--- src/rtl/lzss_pkg.sv ---
// lzss_pkg: shared constants and types for the LZSS pixel unpacker.
// Used by lzss_ctrl, lzss_dp, lzss_pixel_unpacker and the testbench.
package lzss_pkg;

  localparam int DIST_BITS  = 12;
  localparam int LEN_BITS   = 16 - DIST_BITS;
  localparam int HIST_DEPTH = 1 << DIST_BITS;
  localparam int FILL_BITS  = DIST_BITS + 1;
  localparam int CNT_BITS   = 28;
  localparam int COLOR_BITS = 24;
  localparam int PIX_BITS   = 32;
  localparam int FLAG_COUNT = 8;

  localparam logic [7:0] ALPHA_OPAQUE = 8'hFF;

  typedef enum logic [1:0] {
    ST_IDLE,
    ST_LIT,
    ST_RD,
    ST_WR
  } lzss_state_t;

  typedef struct packed {
    logic set_finish;
    logic load_flags;
    logic hold_byte;
    logic load_lit;
    logic load_token;
    logic mem_rd;
    logic emit;
    logic emit_lit;
    logic next_flag;
  } dp_cmd_t;

  typedef struct packed {
    logic fin;
    logic flags_empty;
    logic flag_lit;
    logic hold_done;
    logic out_free;
    logic last_pix;
  } dp_sts_t;

endpackage

--- src/rtl/lzss_ctrl.sv ---
// lzss_ctrl: decoder state machine; sequences byte intake, literal output
// and read-then-write copy steps. Depends on lzss_pkg.
module lzss_ctrl
  import lzss_pkg::*;
(
  input  logic    clk,
  input  logic    rst_n,
  input  logic    in_valid,
  output logic    in_ready,
  input  dp_sts_t sts,
  output dp_cmd_t cmd
);

  lzss_state_t state_r, state_nxt;

  always_ff @(posedge clk) begin
    if (!rst_n) begin
      state_r <= ST_IDLE;
    end else begin
      state_r <= state_nxt;
    end
  end

  always_comb begin
    state_nxt = state_r;
    case (state_r)
      ST_IDLE: begin
        if (in_valid && !sts.fin && !sts.flags_empty && sts.hold_done) begin
          state_nxt = sts.flag_lit ? ST_LIT : ST_RD;
        end
      end
      ST_LIT: begin
        if (sts.out_free) begin
          state_nxt = ST_IDLE;
        end
      end
      ST_RD: begin
        state_nxt = ST_WR;
      end
      ST_WR: begin
        if (sts.out_free) begin
          state_nxt = sts.last_pix ? ST_IDLE : ST_RD;
        end
      end
      default: begin
        state_nxt = ST_IDLE;
      end
    endcase
  end

  always_comb begin
    cmd      = '0;
    in_ready = 1'b0;
    case (state_r)
      ST_IDLE: begin
        in_ready = 1'b1;
        if (in_valid) begin
          if (sts.fin) begin
            cmd.set_finish = 1'b1;
          end else if (sts.flags_empty) begin
            cmd.load_flags = 1'b1;
          end else if (!sts.hold_done) begin
            cmd.hold_byte = 1'b1;
          end else if (sts.flag_lit) begin
            cmd.load_lit = 1'b1;
          end else begin
            cmd.load_token = 1'b1;
          end
        end
      end
      ST_LIT: begin
        if (sts.out_free) begin
          cmd.emit      = 1'b1;
          cmd.emit_lit  = 1'b1;
          cmd.next_flag = 1'b1;
        end
      end
      ST_RD: begin
        cmd.mem_rd = 1'b1;
      end
      ST_WR: begin
        if (sts.out_free) begin
          cmd.emit      = 1'b1;
          cmd.next_flag = sts.last_pix;
        end
      end
      default: begin
        cmd = '0;
      end
    endcase
  end

endmodule

--- config.mk ---
export PLATFORM = sky130hd
export DESIGN_NAME = lzss_ctrl
export DESIGN_NICKNAME = d
export VERILOG_FILES = /design/src/rtl/lzss_pkg.sv /design/src/rtl/lzss_ctrl.sv
export SDC_FILE = /design/constraint.sdc
export NUM_CORES = 1
export LEC_CHECK = 0
export BUFFER_PORTS_ARGS = -buffer_cell sky130_fd_sc_hd__buf_2
export CAP_MARGIN = 0
export CORE_AREA = 5 5 42 44
export CTS_BUF_LIST = sky130_fd_sc_hd__clkbuf_2
export CTS_CLUSTER_DIAMETER = 30
export DETAILED_ROUTE_END_ITERATION = 8
export DIE_AREA = 0 0 47 49
export GPL_ROUTABILITY_DRIVEN = 0
export SYNTH_ARGS = -nofsm -noshare
export SYNTH_HDL_FRONTEND = slang
export SYNTH_SLANG_ARGS = --single-unit
--- constraint.sdc ---
create_clock -name clk -period 1.5 [get_ports clk]
set_input_delay 0.225 -clock clk [delete_from_list [all_inputs] [get_ports clk]]
set_output_delay 0.225 -clock clk [all_outputs]
set_load 0.03 [all_outputs]
==> results.md <==
- The flow ran to the end, and the final reports show no timing, DRC or antenna violations.
- The final routed DRC violation total is 0.
- The initial utilization of the core area, before any placement, comes to 11.7%.
- The master of the slowest instance on the critical path is sky130_fd_sc_hd__dfxtp_1.
- The floorplan step set the die height to 49 um.
- The final hold violation count is 0.
- The post-synthesis async set-or-reset flop share is 0%.
- Following the worst setup path forward leads to its endpoint at cmd[6].
- The wire-length estimate of the detail-placed layout is 453 um.
- Summed over its instances, the top area cell type makes up 24.4% of the synthesized netlist area.
- The total I/O pin count is 19.
- For this run, the top clock speed supported by timing is 705 MHz.
- Summed over all layers, the routed wires come to 588 um.
- The worst setup path is of the flip-flop to output port kind.
- The number of standard-cell rows in the floorplan is 14.
- The global-route congestion overflow total is 0.
- Setup repair after global routing left no endpoint under its margin.
- In the final layout, the share of cells above drive strength 1 is 57.4%.
- In the finished design, the share of the clock period the worst path needs comes to 94.5%.
- The count of max-cap constraint violations is 0.
- Ranked by flip-flop count, first place goes to state_r.
- Across the routed clock network, the largest skew measured is 0.00431 ns.
- By count the netlist is led by sky130_fd_sc_hd__nand2_1 (6), sky130_fd_sc_hd__nor2_1 (3), sky130_fd_sc_hd__and3_1 (2), sky130_fd_sc_hd__dfxtp_1 (2), sky130_fd_sc_hd__inv_1 (2).
- The power density relative to cell area is 662 nW/um^2.
- TritonCTS built the clock tree.
- The layout net count is 58.
- The first routing iteration left 5 violations.
- For this run, the detailed router's first-pass iteration total came to 3.
- Once detail routing completed, the nets flagged for antenna violations numbered 0.
- The number of levels in the clock H-tree is 1.
- The leading area contributor after synthesis is sky130_fd_sc_hd__dfxtp_1.
- In this run the mean area of a mapped cell was 6.83 sq um.
- The count of buffer and inverter cells on the critical path is 1.
- The unique cell type count in the Yosys netlist is 14.
- The die covers 2300 sq um.
- At the end of the flow the core is filled with cells to 22.7%.
- The critical path endpoint category is an output port.
- For the finished layout, the period the worst path requires is 1.42 ns.
- Summing over every cut layer, the via total after detailed routing is 259.
- The largest voltage drop on the vdd net is 0.190 mV.
- For the final routed database, the setup TNS stands at 0 ns.
- The leakage power of the design is 0.195 nW.
- After Yosys synthesis, and, or, nand and nor cells account for 58.0% of the synthesized area.
- The worst register-to-register path begins at state_r[0]$_SDFFE_PN0P_.
- The clock passes through at most 2 buffers.
- Summing the areas of all compound-gate instances in the mapped netlist gives 13.0% of the synthesized area.
- The worst register-to-register path ends at state_r[1]$_SDFFE_PN0P_.
- The start point of the critical path is state_r[0]$_SDFFE_PN0P_.
- The dominant combinational cell family by area after synthesis is simple AND/OR/NAND/NOR gates.
- Data on the critical path is required at its endpoint by 1.27 ns.
- The total nets after synthesis is 33.
- The number of warnings reported in the yosys synthesis log is 0.
- By area the synthesized netlist is led by sky130_fd_sc_hd__dfxtp_1 (24%), sky130_fd_sc_hd__nand2_1 (14%), sky130_fd_sc_hd__and3_1 (7.6%), sky130_fd_sc_hd__and4bb_1 (7.6%), sky130_fd_sc_hd__nor2_1 (6.9%).
- The register with the most flip-flops in the layout has 2 of them.
- Synthesis inferred 2 register bits.
- The clock-pin slew of the registers on the worst-case setup and hold paths is 0.03 ns.
- The final setup violation count is 0.
- The initial antenna violation count is 0.
- At the pin with the least slew margin, the transition time is 0.209 ns.
- The delay of the slowest cell on the worst path is 0.34 ns.
- The design area is 318 sq um.
- Summing the areas of all xor and xnor instances in the mapped netlist gives 0% of the synthesized area.
- The share of the yosys chip area belonging to registers is 24.4%.
- The path class of the tightest hold or removal check is primary input to flip-flop.
- Clock latency on the worst-skew pair, taken at its later pin, is 0.20 ns.
- The number of cells after detailed placement is 58.
- From synthesis to final layout, the design area changed by 93.9%.
- The quantity of I/O buffers inserted on ports is 18.
- The tree is rooted in a sky130_fd_sc_hd__clkbuf_2.
- The die is 47 um wide.
- The clock sink count is 2.
- Clock tree synthesis inserted a total of 3 buffers.
- The maximum number of pins on one net before global-route repair is 7.
- Summing the areas of all fa, ha and maj instances in the mapped netlist gives 0% of the synthesized area.
- Global routing used 5.70% of the available tracks across all layers.
- The signal on the critical path passes through nor2_4, nand2_1, nor4_2, buf_2.
- The cell area after placement is 285 sq um.
- The depth of the worst register-to-register path is 3.
- The critical path crosses 4 cells after its start point.
- The repair_antennas step left the layout with diodes totalling 0.
- The first-pass GRT wire length is 869 um.
- The number of hold buffers added after CTS was 0.
- After detailed routing, the average wire length per cell comes to 9.33 um.
- The arrival time at the worst endpoint is 1.19 ns.
- The cell count after synthesis came out at 24.
- The flip-flop cell with the highest count after synthesis is sky130_fd_sc_hd__dfxtp_1.
- The largest registers in the layout are state_r x2.
- The via count of the first global-routing pass is 218.
- The cell area that synthesis handed to floorplanning was 164 sq um.
- The number of enable-type register cells in the synthesized netlist is 0.
- Dividing the detail-routed via count by the number of cells gives 4.11.
- The worst setup path is launched from a flip-flop.
- In this run the standard cell core region covers 1400 sq um.
- The worst max-slew margin expressed relative to the limit is 86.0%.
- Leaving out filler cells and counting taps, the final layout contains 63.
- The maximum net fanout on the critical path is 6.
- The most common cell in the synthesized netlist is sky130_fd_sc_hd__nand2_1.
- Overall power consumption after layout is estimated at 0.000210 W.
- Grouping stages by cell kind, the critical path spends the most delay in simple AND/OR/NAND/NOR gates.
- The mux share of post-synthesis cell area is 0%.
- The max-slew violation count is 0.
- The reg-to-reg setup timing slack is 0.58 ns.
[layout make-up]
type	count	area (sq um)
Inverter	2	7.51
Timing Repair Buffer	20	108
Multi-Input combinational cell	20	128
Fill cell	163	1080
Sequential cell	2	40.0
Tap cell	16	20.0
Clock buffer	3	15.0
[how the worst min path moves through the flow]
stage / from / endpoint / slack (ns) / cells after the start
floorplan: rst_n / state_r[1]$_SDFFE_PN0P_ / 0.35 / 2
global placement: rst_n / state_r[1]$_SDFFE_PN0P_ / 0.47 / 3
detailed placement: rst_n / state_r[1]$_SDFFE_PN0P_ / 0.47 / 3
CTS: rst_n / state_r[1]$_SDFFE_PN0P_ / 0.25 / 3
global route: rst_n / state_r[0]$_SDFFE_PN0P_ / 0.29 / 3
finish: rst_n / state_r[1]$_SDFFE_PN0P_ / 0.27 / 3
[metrics by stage]
step / hold slack, ns / worst slack (ns)
after floorplan: 0.348 / -0.0257
after global placement: 0.469 / 0.244
after detailed placement: 0.468 / 0.239
after CTS: 0.254 / 0.0338
after global routing: 0.288 / 0.00375
final: 0.266 / 0.0820
[worst reg2reg max path, delay by kind of cell (launching register included)]
kind,cells,cell delay [ns]
DFF,1,0.40
AOI/OAI and AO/OA,1,0.19
and+or+nand+nor,2,0.22
[power breakdown]
| group | internal [W] | switching, W |
|---|---|---|
| Clock | 0.0000532 | 0.0000339 |
| Combinational | 0.0000261 | 0.0000391 |
| Sequential | 0.0000554 | 0.00000270 |
[layer usage]
layer	GRT usage, %	wire, um
met5	0	0
met4	6.91	19
met3	3.32	100
met2	6.11	208
met1	6.56	259
[cell usage in the layout, fill, tap and decap left out, drive strengths merged]
master  Yosys  final
a21oi       2      2
and3        2      2
dfxtp       2      2
nor4        1      1
buf         0     20
clkbuf      0      3
nand3       1      1
nor2        4      4
nor3b       1      1
o211ai      1      1
and4bb      1      1
nand2       6      6
inv         2      2
nor2b       1      1
[repair_timing]
item,in CTS,in global routing
gates resized for setup,0,2
endpoints found under the setup margin,0,2
setup buffers,0,2
[kinds of logic after synthesis]
group                  after synthesis
AND/OR/NAND/NOR                     17
AO/OA/AOI/OAI                        3
flip-flops                           2
buffers and inverters                2
(Power assumes the default switching activity.)
